**src/sv/iirl_pkg.sv**
```systemverilog
package iirl_pkg;

    localparam int DEPTH_DEFAULT       = 16;
    localparam int ENTRY_WIDTH_DEFAULT = 32;

    typedef enum logic [2:0] {
        OP_INSERT = 3'd0,
        OP_REMOVE = 3'd1,
        OP_READ   = 3'd2,
        OP_PUSH   = 3'd3,
        OP_POP    = 3'd4
    } op_t;

    typedef enum logic [1:0] {
        ST_OK   = 2'd0,
        ST_MISS = 2'd1,
        ST_FULL = 2'd2
    } status_t;

    // Command broadcast to every cell of the row.
    typedef struct packed {
        logic shift_up;
        logic shift_down;
    } cell_cmd_t;

endpackage

```
**src/sv/iirl_cell.sv**
```systemverilog
module iirl_cell #(
    parameter int INDEX       = 0,
    parameter int POS_WIDTH   = 5,
    parameter int ENTRY_WIDTH = iirl_pkg::ENTRY_WIDTH_DEFAULT
) (
    input  logic                   clk,
    input  iirl_pkg::cell_cmd_t    cmd,
    input  logic [POS_WIDTH-1:0]   target,
    input  logic [ENTRY_WIDTH-1:0] entry_in,
    input  logic [ENTRY_WIDTH-1:0] left_entry,
    input  logic [ENTRY_WIDTH-1:0] right_entry,
    output logic [ENTRY_WIDTH-1:0] entry,
    output logic [ENTRY_WIDTH-1:0] tap
);

    localparam logic [POS_WIDTH-1:0] MY_INDEX = POS_WIDTH'(INDEX);

    logic [ENTRY_WIDTH-1:0] entry_reg;
    logic [ENTRY_WIDTH-1:0] entry_next;
    logic                   at_target;
    logic                   above_target;

    assign at_target    = (target == MY_INDEX);
    assign above_target = (MY_INDEX > target);

    always_comb
    begin
        entry_next = entry_reg;
        if (cmd.shift_up)
        begin
            if (at_target)
            begin
                entry_next = entry_in;
            end
            else if (above_target)
            begin
                entry_next = left_entry;
            end
        end
        else if (cmd.shift_down)
        begin
            if (at_target || above_target)
            begin
                entry_next = right_entry;
            end
        end
    end

    always_ff @(posedge clk)
    begin
        entry_reg <= entry_next;
    end

    assign entry = entry_reg;
    assign tap   = at_target ? entry_reg : '0;

endmodule

```
**src/sv/iirl_ctrl.sv**
```systemverilog
module iirl_ctrl #(
    parameter int DEPTH     = iirl_pkg::DEPTH_DEFAULT,
    parameter int POS_WIDTH = 5
) (
    input  logic                  accept,
    input  logic [2:0]            operation,
    input  logic [POS_WIDTH-1:0]  position,
    input  logic [POS_WIDTH-1:0]  count,
    output iirl_pkg::cell_cmd_t   cmd,
    output logic [POS_WIDTH-1:0]  target,
    output logic [POS_WIDTH-1:0]  count_next,
    output iirl_pkg::status_t     status,
    output logic                  gives_entry
);

    localparam logic [POS_WIDTH-1:0] FULL_COUNT = POS_WIDTH'(DEPTH);

    logic up;
    logic down;

    always_comb
    begin
        up          = 1'b0;
        down        = 1'b0;
        target      = position;
        status      = iirl_pkg::ST_MISS;
        gives_entry = 1'b0;
        case (operation)
            iirl_pkg::OP_INSERT:
            begin
                if (position > count)
                begin
                    status = iirl_pkg::ST_MISS;
                end
                else if (count == FULL_COUNT)
                begin
                    status = iirl_pkg::ST_FULL;
                end
                else
                begin
                    status = iirl_pkg::ST_OK;
                    up     = 1'b1;
                end
            end
            iirl_pkg::OP_PUSH:
            begin
                target = count;
                if (count == FULL_COUNT)
                begin
                    status = iirl_pkg::ST_FULL;
                end
                else
                begin
                    status = iirl_pkg::ST_OK;
                    up     = 1'b1;
                end
            end
            iirl_pkg::OP_REMOVE:
            begin
                if (position < count)
                begin
                    status      = iirl_pkg::ST_OK;
                    down        = 1'b1;
                    gives_entry = 1'b1;
                end
            end
            iirl_pkg::OP_READ:
            begin
                if (position < count)
                begin
                    status      = iirl_pkg::ST_OK;
                    gives_entry = 1'b1;
                end
            end
            iirl_pkg::OP_POP:
            begin
                target = count - POS_WIDTH'(1);
                if (count != '0)
                begin
                    status      = iirl_pkg::ST_OK;
                    down        = 1'b1;
                    gives_entry = 1'b1;
                end
            end
            default:
            begin
                status = iirl_pkg::ST_MISS;
            end
        endcase
    end

    assign cmd.shift_up   = accept && up;
    assign cmd.shift_down = accept && down;

    always_comb
    begin
        count_next = count;
        if (cmd.shift_up)
        begin
            count_next = count + POS_WIDTH'(1);
        end
        else if (cmd.shift_down)
        begin
            count_next = count - POS_WIDTH'(1);
        end
    end

endmodule

```
**src/sv/indexed_insert_remove_list_top.sv**
```systemverilog
// Channel  | Ports                                              | Handshake
// ---------+----------------------------------------------------+--------------------------
// request  | operation, position, entry_in                      | start high, busy low
// result   | entry_out, status, entry_count, is_empty           | done high for one cycle
//
// Every cell of the row shifts, loads or holds in parallel at the accepting edge, and
// the result is shown with done in the next cycle. A new item may be accepted in every
// cycle while busy is low.
// After reset busy is high for one cycle, and the list is empty.
// The receiver cannot stall; done lasts exactly one cycle.
module indexed_insert_remove_list_top #(
    parameter int DEPTH       = iirl_pkg::DEPTH_DEFAULT,
    parameter int ENTRY_WIDTH = iirl_pkg::ENTRY_WIDTH_DEFAULT
) (
    input  logic                         clk,
    input  logic                         rst_n,
    input  logic                         start,
    output logic                         busy,
    input  logic [2:0]                   operation,
    input  logic [$clog2(DEPTH+1)-1:0]   position,
    input  logic [ENTRY_WIDTH-1:0]       entry_in,
    output logic                         done,
    output logic [ENTRY_WIDTH-1:0]       entry_out,
    output logic [1:0]                   status,
    output logic [$clog2(DEPTH+1)-1:0]   entry_count,
    output logic                         is_empty
);

    localparam int POS_WIDTH = $clog2(DEPTH + 1);

    logic                   busy_reg;
    logic                   done_reg;
    logic [ENTRY_WIDTH-1:0] entry_out_reg;
    logic [ENTRY_WIDTH-1:0] entry_out_next;
    iirl_pkg::status_t      status_reg;
    logic [POS_WIDTH-1:0]   count_reg;
    logic [POS_WIDTH-1:0]   count_next;

    logic                   accept;
    iirl_pkg::cell_cmd_t    cmd;
    logic [POS_WIDTH-1:0]   target;
    iirl_pkg::status_t      status_now;
    logic                   gives_entry;
    logic [ENTRY_WIDTH-1:0] read_data;

    logic [ENTRY_WIDTH-1:0] cell_entry [DEPTH];
    logic [ENTRY_WIDTH-1:0] cell_tap   [DEPTH];

    assign accept = start && !busy_reg;

    iirl_ctrl #(
        .DEPTH     (DEPTH),
        .POS_WIDTH (POS_WIDTH)
    ) u_ctrl (
        .accept      (accept),
        .operation   (operation),
        .position    (position),
        .count       (count_reg),
        .cmd         (cmd),
        .target      (target),
        .count_next  (count_next),
        .status      (status_now),
        .gives_entry (gives_entry)
    );

    for (genvar i = 0; i < DEPTH; i++)
    begin : g_cell
        iirl_cell #(
            .INDEX       (i),
            .POS_WIDTH   (POS_WIDTH),
            .ENTRY_WIDTH (ENTRY_WIDTH)
        ) u_cell (
            .clk         (clk),
            .cmd         (cmd),
            .target      (target),
            .entry_in    (entry_in),
            .left_entry  (cell_entry[(i == 0) ? 0 : i - 1]),
            .right_entry (cell_entry[(i == DEPTH - 1) ? DEPTH - 1 : i + 1]),
            .entry       (cell_entry[i]),
            .tap         (cell_tap[i])
        );
    end

    always_comb
    begin
        read_data = '0;
        for (int i = 0; i < DEPTH; i++)
        begin
            read_data = read_data | cell_tap[i];
        end
    end

    assign entry_out_next = gives_entry ? read_data : '0;

    always_ff @(posedge clk or negedge rst_n)
    begin
        if (!rst_n)
        begin
            busy_reg   <= 1'b1;
            done_reg   <= 1'b0;
            count_reg  <= '0;
            status_reg <= iirl_pkg::ST_OK;
        end
        else
        begin
            busy_reg  <= 1'b0;
            done_reg  <= accept;
            count_reg <= count_next;
            if (accept)
            begin
                status_reg <= status_now;
            end
        end
    end

    always_ff @(posedge clk)
    begin
        if (accept)
        begin
            entry_out_reg <= entry_out_next;
        end
    end

    assign busy        = busy_reg;
    assign done        = done_reg;
    assign entry_out   = entry_out_reg;
    assign status      = status_reg;
    assign entry_count = count_reg;
    assign is_empty    = (count_reg == '0);

    a_done_follows_accept : assert property (@(posedge clk) disable iff (!rst_n)
        accept |=> done_reg)
        else $error("accepted item gave no result");

    a_count_steps_by_one : assert property (@(posedge clk) disable iff (!rst_n)
        !accept |=> count_reg == $past(count_reg))
        else $error("count moved without an accepted item");

    a_count_in_range : assert property (@(posedge clk) disable iff (!rst_n)
        count_reg <= POS_WIDTH'(DEPTH))
        else $error("count exceeds depth");

    a_miss_leaves_state : assert property (@(posedge clk) disable iff (!rst_n)
        accept && status_now != iirl_pkg::ST_OK
        |=> entry_out_reg == '0 && count_reg == $past(count_reg))
        else $error("refused item changed state or returned an entry");

endmodule

```
**config.mk**
```make
export PLATFORM = sky130hd
export DESIGN_NAME = indexed_insert_remove_list_top
export DESIGN_NICKNAME = d
export VERILOG_FILES = /design/src/sv/iirl_pkg.sv /design/src/sv/iirl_cell.sv /design/src/sv/iirl_ctrl.sv /design/src/sv/indexed_insert_remove_list_top.sv
export SDC_FILE = /design/constraint.sdc
export NUM_CORES = 1
export LEC_CHECK = 0
export BUFFER_PORTS_ARGS = -buffer_cell sky130_fd_sc_hd__buf_2
export CAP_MARGIN = 30
export CORE_AREA = 2 2 198 394
export CTS_BUF_LIST = sky130_fd_sc_hd__clkbuf_8
export CTS_CLUSTER_SIZE = 8
export DETAILED_ROUTE_END_ITERATION = 12
export DIE_AREA = 0 0 200 396
export SLEW_MARGIN = 20
export SYNTH_ARGS = -nofsm -noshare
export SYNTH_HDL_FRONTEND = slang
export SYNTH_SLANG_ARGS = --single-unit
export TNS_END_PERCENT = 50
```
**constraint.sdc**
```tcl
create_clock -name clk -period 15.3 [get_ports clk]
set_input_delay 3.06 -clock clk [delete_from_list [all_inputs] [get_ports clk]]
set_output_delay 3.06 -clock clk [all_outputs]
set_load 0.03 [all_outputs]
```
# After elaboration in Yosys (flattened, before gate mapping)
# Cells that the tools add are included.
# op_classes
eq_ne	35
bitwise	15
order_cmp	18
addsub	2
n_mux	107
reduce_logical	57
# op_table
cell	n
2-to-1 mux 32 bit	92
bitwise OR 32 bit	15
AND reduction 3 bit	15
!= test 3 x 1 -> 1 bit (second input constant)	14
equality test 5 x 4 -> 1 bit (second input constant)	8
> comparator 4 x 5 -> 1 bit (first input constant)	8
nonzero test 2 bit	17
equality test 5 x 3 -> 1 bit (second input constant)	4
> comparator 3 x 5 -> 1 bit (first input constant)	4
logical OR 1 bit	15
equality test 5 x 2 -> 1 bit (second input constant)	2
> comparator 1 x 5 -> 1 bit (first input constant)	2
> comparator 2 x 5 -> 1 bit (first input constant)	2
logical NOT 5 bit	2
2-to-1 mux 5 bit	2
one-hot mux 5 bit (2 select lines)	1
one-hot mux 2 bit (4 select lines)	1
equality test 3 x 2 -> 1 bit (second input constant)	2
2-to-1 mux 1 bit	6
one-hot mux 1 bit (2 select lines)	3
adder 5 x 1 -> 5 bit (second input constant)	1
equality test 5 x 1 -> 1 bit (second input constant)	1
equality test 5 bit (second input constant)	1
> comparator 5 bit	1
12 further kinds	15
# totals
register_bits	553
word_cells	255
out_inout_bits	42
input_bits	43

# Logic depth before layout (Yosys ltp)
# Gate-level depths: netlist (run 1).
# logic_depth
depth_word	19
depth_mapped	13
mapped_depth_nobuf	9

# Cells and area by module
# Synthesis (run 1) repeated with hierarchy kept, for this count alone.
# unflattened
hier_cells	3896
area_unflattened_um2	35982.0
# by_module_without_submodules
module	instances	area_each_um2	cells_each
iirl_cell at g_cell[2].u_cell ...	2	2026.9	224
iirl_cell at g_cell[3].u_cell ...	2	2011.9	224
indexed_insert_remove_list_top	1	2327.2	211
iirl_cell at g_cell[4].u_cell	1	2190.9	224
iirl_cell at g_cell[7].u_cell	1	2154.6	224
iirl_cell at g_cell[1].u_cell	1	2140.8	223
iirl_cell at g_cell[9].u_cell	1	2103.3	224
iirl_cell at g_cell[12].u_cell	1	2070.7	222
iirl_cell at g_cell[6].u_cell	1	2067.0	222
iirl_cell at g_cell[10].u_cell	1	2054.5	225
iirl_cell at g_cell[11].u_cell	1	2045.7	224
iirl_cell at g_cell[14].u_cell	1	2043.2	224
iirl_cell at g_cell[0].u_cell	1	2018.2	223
iirl_cell at g_cell[13].u_cell	1	2001.9	224
2 more rows	--	--	--

# Least setup slack after synthesis (run 1)
# Ideal clock, no wire load.
# synth_timing
kind	input-to-reg
startpoint	input port position[3]
endpoint	register g_cell[0].u_cell.entry_reg[0] (enable)
t_required_ps	14798
t_arrival_ps	7934
setup_slack_ps	6865
cell_stages	8
cell_sequence	ha_1 > and3_1 > a221oi_1 > o21ai_0 > a21oi_1 > clkbuf_1 > o21ai_0 > nor4_1
# synth_via
elab_chain_cells	6
elab_cells_between_ends	16
cone_classes	order compare (3); eq/ne (1); mux (5); reduce/logical (7)
# synth_lines
item	line	rtl
from (decl)	indexed_insert_remove_list_top.sv:20	input logic [$clog2(DEPTH+1)-1:0] position,
> comparator 5 bit or less-than comparator 5 bit (tied branches)	iirl_ctrl.sv:31, iirl_ctrl.sv:60	
2-to-1 mux 1 bit (on tied branches)	iirl_ctrl.sv:31, iirl_ctrl.sv:60	
one-hot mux 1 bit (2 select lines)	iirl_ctrl.sv:28	case (operation)
logical AND 1 bit (on tied branches)	iirl_ctrl.sv:92, iirl_ctrl.sv:93	
!= test 2 x 1 -> 1 bit (no line) or nonzero test 2 bit (tied branches)	--	
AND reduction 3 bit (no line) *	--	
to (signal assigned)	iirl_cell.sv:51	entry_reg <= entry_next;
to (decl)	iirl_cell.sv:18	logic [ENTRY_WIDTH-1:0] entry_reg;
# Every way passes the cells marked *; elsewhere a longest branch is shown, timed or not.
# A chain may end at the register's enable or synchronous reset.

# Final worst setup path (run 1)
# layout_timing
startpoint	input port position[3]
endpoint	register g_cell[6].u_cell.entry_reg[17] (enable)
# layout_via
elab_chain_cells	6
elab_cells_between_ends	16
cone_classes	order compare (3); eq/ne (2); mux (5); reduce/logical (6)
# layout_lines
item	line
> comparator 5 bit or less-than comparator 5 bit (tied branches)	iirl_ctrl.sv:31, iirl_ctrl.sv:60
2-to-1 mux 1 bit (on tied branches)	iirl_ctrl.sv:31, iirl_ctrl.sv:60
one-hot mux 1 bit (2 select lines)	iirl_ctrl.sv:28
logical AND 1 bit (on tied branches)	iirl_ctrl.sv:92, iirl_ctrl.sv:93
!= test 3 x 1 -> 1 bit (no line) or nonzero test 2 bit (tied branches)	--
AND reduction 3 bit (no line) *	--
to (signal assigned)	iirl_cell.sv:51
to (decl)	iirl_cell.sv:18
# Marked as above.

==> impl_metrics.env, run 1 <==
export IMPL_antenna_found_initial=11
export IMPL_drive_above_1_share=0.101
export IMPL_ys_types=68
export IMPL_cp_slowest_cell="a221oi_1"
export IMPL_worst_r2r_cell_count=11
export IMPL_avgRoutedWirePerCell_um=28.3
export IMPL_place_ws_ns=7.08
export IMPL_r2r_start="entry_count[4]"
export IMPL_cts_buffer_depth=3
export IMPL_rrSetupSlack_ns=9.31
export IMPL_setup_worst_path_start_class="primary input"
export IMPL_cpPeakStageDelay_ns=0.73
export IMPL_power_switching_mw=1.16
export IMPL_cts_tree="yes"
export IMPL_endpoint_kind="flip-flop"
export IMPL_maxSlewHeadroom=0.285
export IMPL_ys_ff_latch=553
export IMPL_min_period_ns=7.54
export IMPL_intPower_mw=2.47
export IMPL_yosysSeqAreaShare=0.523
export IMPL_fin_setup_tns_ns=0
export IMPL_overflow=0
export IMPL_final_util=0.452
export IMPL_core_um2=76000
export IMPL_cts_root_buffer="clkbuf_8"
export IMPL_hold_class="flip-flop to flip-flop"
export IMPL_switching_share=0.319
export IMPL_clockPowerShare=0.314
export IMPL_largest_reg_flops=512
export IMPL_postRouteAntennaNets=0
export IMPL_rr_endpoint="g_cell[6].u_cell.entry[17]"
export IMPL_setup_worst_path_end="g_cell[6].u_cell.entry[17]"
export IMPL_cp_arrival_ns=7.91
export IMPL_drtPass1Iterations=6
export IMPL_postSynthAreaPerCell_um2=10.3
export IMPL_grt_max_degree=270
export IMPL_cts_hold_buf=0
export IMPL_clkSinkCount=553
export IMPL_cap_violations=0
export IMPL_rows=143
export IMPL_gp_congestion=0.924
export IMPL_setup_violations_final=0
export IMPL_grt_usage=0.293
export IMPL_timing_fmax_mhz=133
export IMPL_cts_setup_buffers=0
export IMPL_insertion_delay_ns=0.72
export IMPL_port_buffers=84
export IMPL_final_net_count=3087
export IMPL_grt_pass1_wl_mm=168
export IMPL_drv_slew=0
export IMPL_p_per_area_nw_per_um2=106
export IMPL_die_x_um=200
export IMPL_synth_area_um2=31700
export IMPL_drt_iter0_drc=2795
export IMPL_place_hpwl_mm=71.6
export IMPL_skew_ns=0.0322
export IMPL_finalPower_mw=3.63
export IMPL_ys_dominant_reg_cell="edfxtp_1"
export IMPL_h_tree_depth=3
export IMPL_synth_edf_count=544
export IMPL_cts_resized=0
export IMPL_ys_warn_count=0
export IMPL_irDropWorstVdd_mv=0.0585
export IMPL_nFillCells=7176
export IMPL_syn2layout_area_growth_pct=8.49
export IMPL_cp_cell_sequence="buf_2 -> ha_1 -> and3_1 -> a221oi_1 -> o21ai_0 -> a21oi_4 -> buf_4 -> buf_4 -> o21ai_0 -> a21oi_4 -> buf_4"
export IMPL_die_area_um2=79200
export IMPL_grt_setup_unrepaired="no"
export IMPL_worstMarginPinSlew_ns=1.07
export IMPL_p_leak_nw=13.8
export IMPL_initial_core_util=0.416
export IMPL_cp_max_fo=59
export IMPL_synth_cells=3082
export IMPL_setup_ws_ns=7.76
export IMPL_vias=25300
export IMPL_status="complete, no violations"
export IMPL_grt_pass1_vias=25100
export IMPL_fin_crit_sh=0.493
export IMPL_path_class="primary input to flip-flop"
export IMPL_via_per_inst=6.17
export IMPL_startpoint="position[3]"
export IMPL_syn_nets=3132
export IMPL_crit_top_cell="buf_4"
export IMPL_cts_buffers=83
export IMPL_io_pins=85
export IMPL_hold_viol=0
export IMPL_combinationalPowerShare=0.197
export IMPL_routed_wl_mm=116
export IMPL_clk_pin_slew_ns=0.07
export IMPL_worstPathRequired_ns=15.67
export IMPL_p_seq_frac=0.490
export IMPL_async_flop_share=0.0163
export IMPL_die_h_um=396
export IMPL_drc=0
## metrics by stage
stage,area (um^2),hold WS (ns),cells
floorplan,31700,0.523,3082
global placement,32700,0.474,3958
detailed placement,32900,0.482,3965
CTS,34300,0.496,4085
global route,34300,0.537,4094
finish,34300,0.504,4098
## layer usage
layer	track usage	wire length, um	vias to the layer above
li1	-	-	11200
met1	0.326	40200	12400
met2	0.506	59000	1283
met3	0.0461	8080	396
met4	0.200	8660	2
met5	0	11	-
## power by group through the flow
stage                     Sequential (mW)  Clock, mW  Combinational, mW
after floorplan                      1.80          0              0.440
after global placement               1.81          0              0.685
after detailed placement             1.81          0              0.698
after CTS                            1.78       1.15              0.700
after global routing                 1.78       1.21              0.753
final                                1.78       1.14              0.714
## synth_stat cells, drive strengths merged, types with 4 or more instances
cell     number  area (um^2)
nand2       783         2940
o21ai       456         2280
o22ai        31          194
xnor2         4         35.0
nand3        43          215
dfrtp         8          200
a21boi        4         30.0
edfxtp      544        16300
a22o         60          526
buf          99          648
nor3         10         77.6
and2          6         37.5
mux2i       509         5090
nor4          8         80.1
ha            7         87.6
nor2         55          206
a21o          4         30.0
inv          12         45.0
a21oi        77          385
mux2         33          372
clkbuf      180          676
a221oi        4         41.3
a2111oi      30          263
a31oi        66          413
## cells by family (layout without fill, tap and decap cells)
kind of cell    Yosys count  in the layout  share of synthesized area
compound gates          758            758                      0.140
xor+xnor                  4              4                    0.00111
fa+ha+maj                 7              7                    0.00277
buf+inv                 291            281                     0.0432
flops                   553            553                      0.523
mux                     542            542                      0.173
other cells               1             12                   0.000118
simple gates            926            926                      0.117
## area by class of cell
type                    instances  area, um^2  area share
repair buffers                149        1070      0.0312
clock buffers                  88        1210      0.0353
inverters                      12        47.5     0.00138
flip-flops and latches        553       16600       0.482
multi-input cells            2238       14000       0.408
well taps                    1015        1270      0.0370
clock inverters                32         150     0.00437
diodes                         11        27.5    0.000802
## layout by cell type (no fill, tap or decap), drive strengths merged, types with 6 or more instances in the layout
cell type  netlist  final
mux2i          509    509
nand2          783    783
o21ai          456    456
nor4             8      8
inv             12     35
nor2            55     55
dfrtp            8      8
nand3           43     43
clkbuf         180     89
a21oi           77     77
a2111oi         30     30
clkinv           0      7
diode            0     11
o22ai           31     31
nor3            10     10
buf             99    148
a22o            60     60
a31oi           66     66
ha               7      7
mux2            33     33
and2             6      6
edfxtp         544    544
## critical path, delay by kind of cell
family | cells | cell delay, ns
AOI/OAI and AO/OA | 5 | 2.55
buffers and inverters | 4 | 1.73
adders and majority gates | 1 | 0.30
and+or+nand+nor | 1 | 0.20
## worst min path at each step
stage                                      startpoint                          end  slack [ns]  cells after the start
after floorplan           g_cell[15].u_cell.entry[10]  g_cell[14].u_cell.entry[10]        0.52                      2
after global placement                      status[0]                    status[0]        0.47                      2
after detailed placement                    status[0]                    status[0]        0.48                      2
after CTS                                   status[0]                    status[0]        0.50                      2
after global routing                        status[0]                    status[0]        0.54                      2
final                                       status[0]                    status[0]        0.50                      2
Power figures use the tool's default switching activity.
==> inputs of run 2 (changes only) <==
- clock period: 15.3 -> 6.93 ns (I/O delays scaled with it)
==> impl_metrics.env, run 2 (same netlist as run 1, synthesis figures left out) <==
export IMPL_cts_resized=0
export IMPL_hold_path_end="status[1]"
export IMPL_vias=25300
export IMPL_drive_above_1_share=0.108
export IMPL_via_per_inst=6.13
export IMPL_cts_setup_buffers=0
export IMPL_grt_usage=0.287
export IMPL_drv_slew=0
export IMPL_die_h_um=396
export IMPL_fin_crit_sh=0.737
export IMPL_holdPathStages=2
export IMPL_setup_worst_path_start_class="flip-flop"
export IMPL_grt_pass1_wl_mm=166
export IMPL_drt_iter0_drc=2640
export IMPL_cts_hold_buf=0
export IMPL_place_hpwl_mm=72.2
export IMPL_overflow=0
export IMPL_mostFrequentLayoutCell="nand2_1"
export IMPL_finalPower_mw=8.02
export IMPL_grt_pass1_vias=25300
export IMPL_irDropWorstVdd_mv=0.145
export IMPL_clk_pin_slew_ns=0.06
export IMPL_io_pins=85
export IMPL_die_area_um2=79200
export IMPL_min_from="status[1]"
export IMPL_rows=143
export IMPL_worst_r2r_cell_count=10
export IMPL_largest_reg_flops=512
export IMPL_hold_class="flip-flop to flip-flop"
export IMPL_avgRoutedWirePerCell_um=27.6
export IMPL_postRouteAntennaNets=0
export IMPL_setup_violations_final=0
export IMPL_cp_arrival_ns=5.52
export IMPL_routed_wl_mm=114
export IMPL_min_period_ns=5.11
export IMPL_core_um2=76000
export IMPL_status="complete, no violations"
export IMPL_drtPass1Iterations=6
export IMPL_drc=0
export IMPL_cp_max_fo=29
export IMPL_cts_buffers=85
export IMPL_cts_root_buffer="clkbuf_8"
export IMPL_cts_tree="yes"
export IMPL_rrSetupSlack_ns=1.82
export IMPL_cts_buffer_depth=3
export IMPL_path_class="flip-flop to flip-flop"
export IMPL_syn2layout_area_growth_pct=9.11
export IMPL_skew_ns=0.0351
export IMPL_die_x_um=200
export IMPL_p_leak_nw=13.9
export IMPL_insertion_delay_ns=0.73
export IMPL_fin_setup_tns_ns=0
export IMPL_initial_core_util=0.416
export IMPL_cap_violations=0
export IMPL_r2r_start="entry_count[4]"
export IMPL_gp_congestion=0.869
export IMPL_worstPathRequired_ns=7.34
export IMPL_grt_setup_unrepaired="no"
export IMPL_grt_max_degree=189
export IMPL_p_per_area_nw_per_um2=232
export IMPL_startpoint="entry_count[4]"
export IMPL_timing_fmax_mhz=196
export IMPL_worstMarginPinSlew_ns=1.04
export IMPL_rr_endpoint="g_cell[6].u_cell.entry[8]"
export IMPL_port_buffers=84
export IMPL_final_net_count=3108
export IMPL_endpoint_kind="flip-flop"
export IMPL_hold_viol=0
export IMPL_clkSinkCount=553
export IMPL_mostFrequentLayoutCells="780 x nand2_1, 544 x edfxtp_1, 509 x mux2i_1, 367 x o21ai_0, 89 x o21ai_1"
export IMPL_h_tree_depth=3
export IMPL_antenna_found_initial=14
export IMPL_maxSlewHeadroom=0.302
==> run 2: metrics by stage <==
| step | worst slack, ns | instances | hold WS [ns] | area, um^2 | utilization |
|---|---|---|---|---|---|
| floorplan | 0.169 | 3082 | 0.523 | 31700 | - |
| global placement | 1.32 | 3984 | 0.465 | 33100 | 0.435 |
| detailed placement | 1.27 | 3986 | 0.471 | 33100 | 0.436 |
| CTS | 1.87 | 4119 | 0.470 | 34500 | 0.454 |
| global route | 1.65 | 4125 | 0.505 | 34500 | 0.454 |
| finish | 1.82 | 4126 | 0.478 | 34500 | 0.454 |
==> run 2: worst max-delay path, stage by stage, from the launching register on <==
cell and delay, ns:
dfrtp_1 0.65, inv_1 0.20, ha_1 0.33, and3_1 0.18, a221oi_1 0.76, o21ai_0 0.42, a21oi_4 0.20, buf_4 0.38
o21ai_0 0.43, a21oi_4 0.92, buf_12 0.28
==> run 2: worst max-delay path by stage <==
stage	slack [ns]	depth (start not counted)	endpoint
2_1_floorplan	0.17	8	g_cell[0].u_cell.entry[0]
3_3_place_gp	1.32	11	g_cell[11].u_cell.entry[23]
3_5_place_dp	1.27	10	g_cell[6].u_cell.entry[10]
4_1_cts	1.87	10	g_cell[6].u_cell.entry[8]
5_1_grt	1.65	10	g_cell[6].u_cell.entry[8]
6_report	1.82	10	g_cell[6].u_cell.entry[8]
==> run 2: final cells by class <==
class / instances / area [um^2]
fillers: 7083 / 41500
flip-flops and latches: 553 / 16600
multi-input cells: 2238 / 14000
well taps: 1015 / 1270
repair buffers: 168 / 1250
clock buffers: 88 / 1210
clock inverters: 45 / 189
inverters: 12 / 45.0
diodes: 7 / 17.5
==> run 2: power breakdown <==
group	switching, mW	total, mW	internal (mW)
Sequential	0.118	3.92	3.80
Clock	1.36	2.52	1.16
Combinational	1.10	1.58	0.485
==> run 2: routing by layer <==
metal | track usage | wire [um] | vias up
li1 | - | - | 11200
met1 | 0.327 | 39800 | 12200
met2 | 0.488 | 56300 | 1395
met3 | 0.0504 | 9500 | 449
met4 | 0.193 | 8320 | 0
met5 | 0 | 0 | -
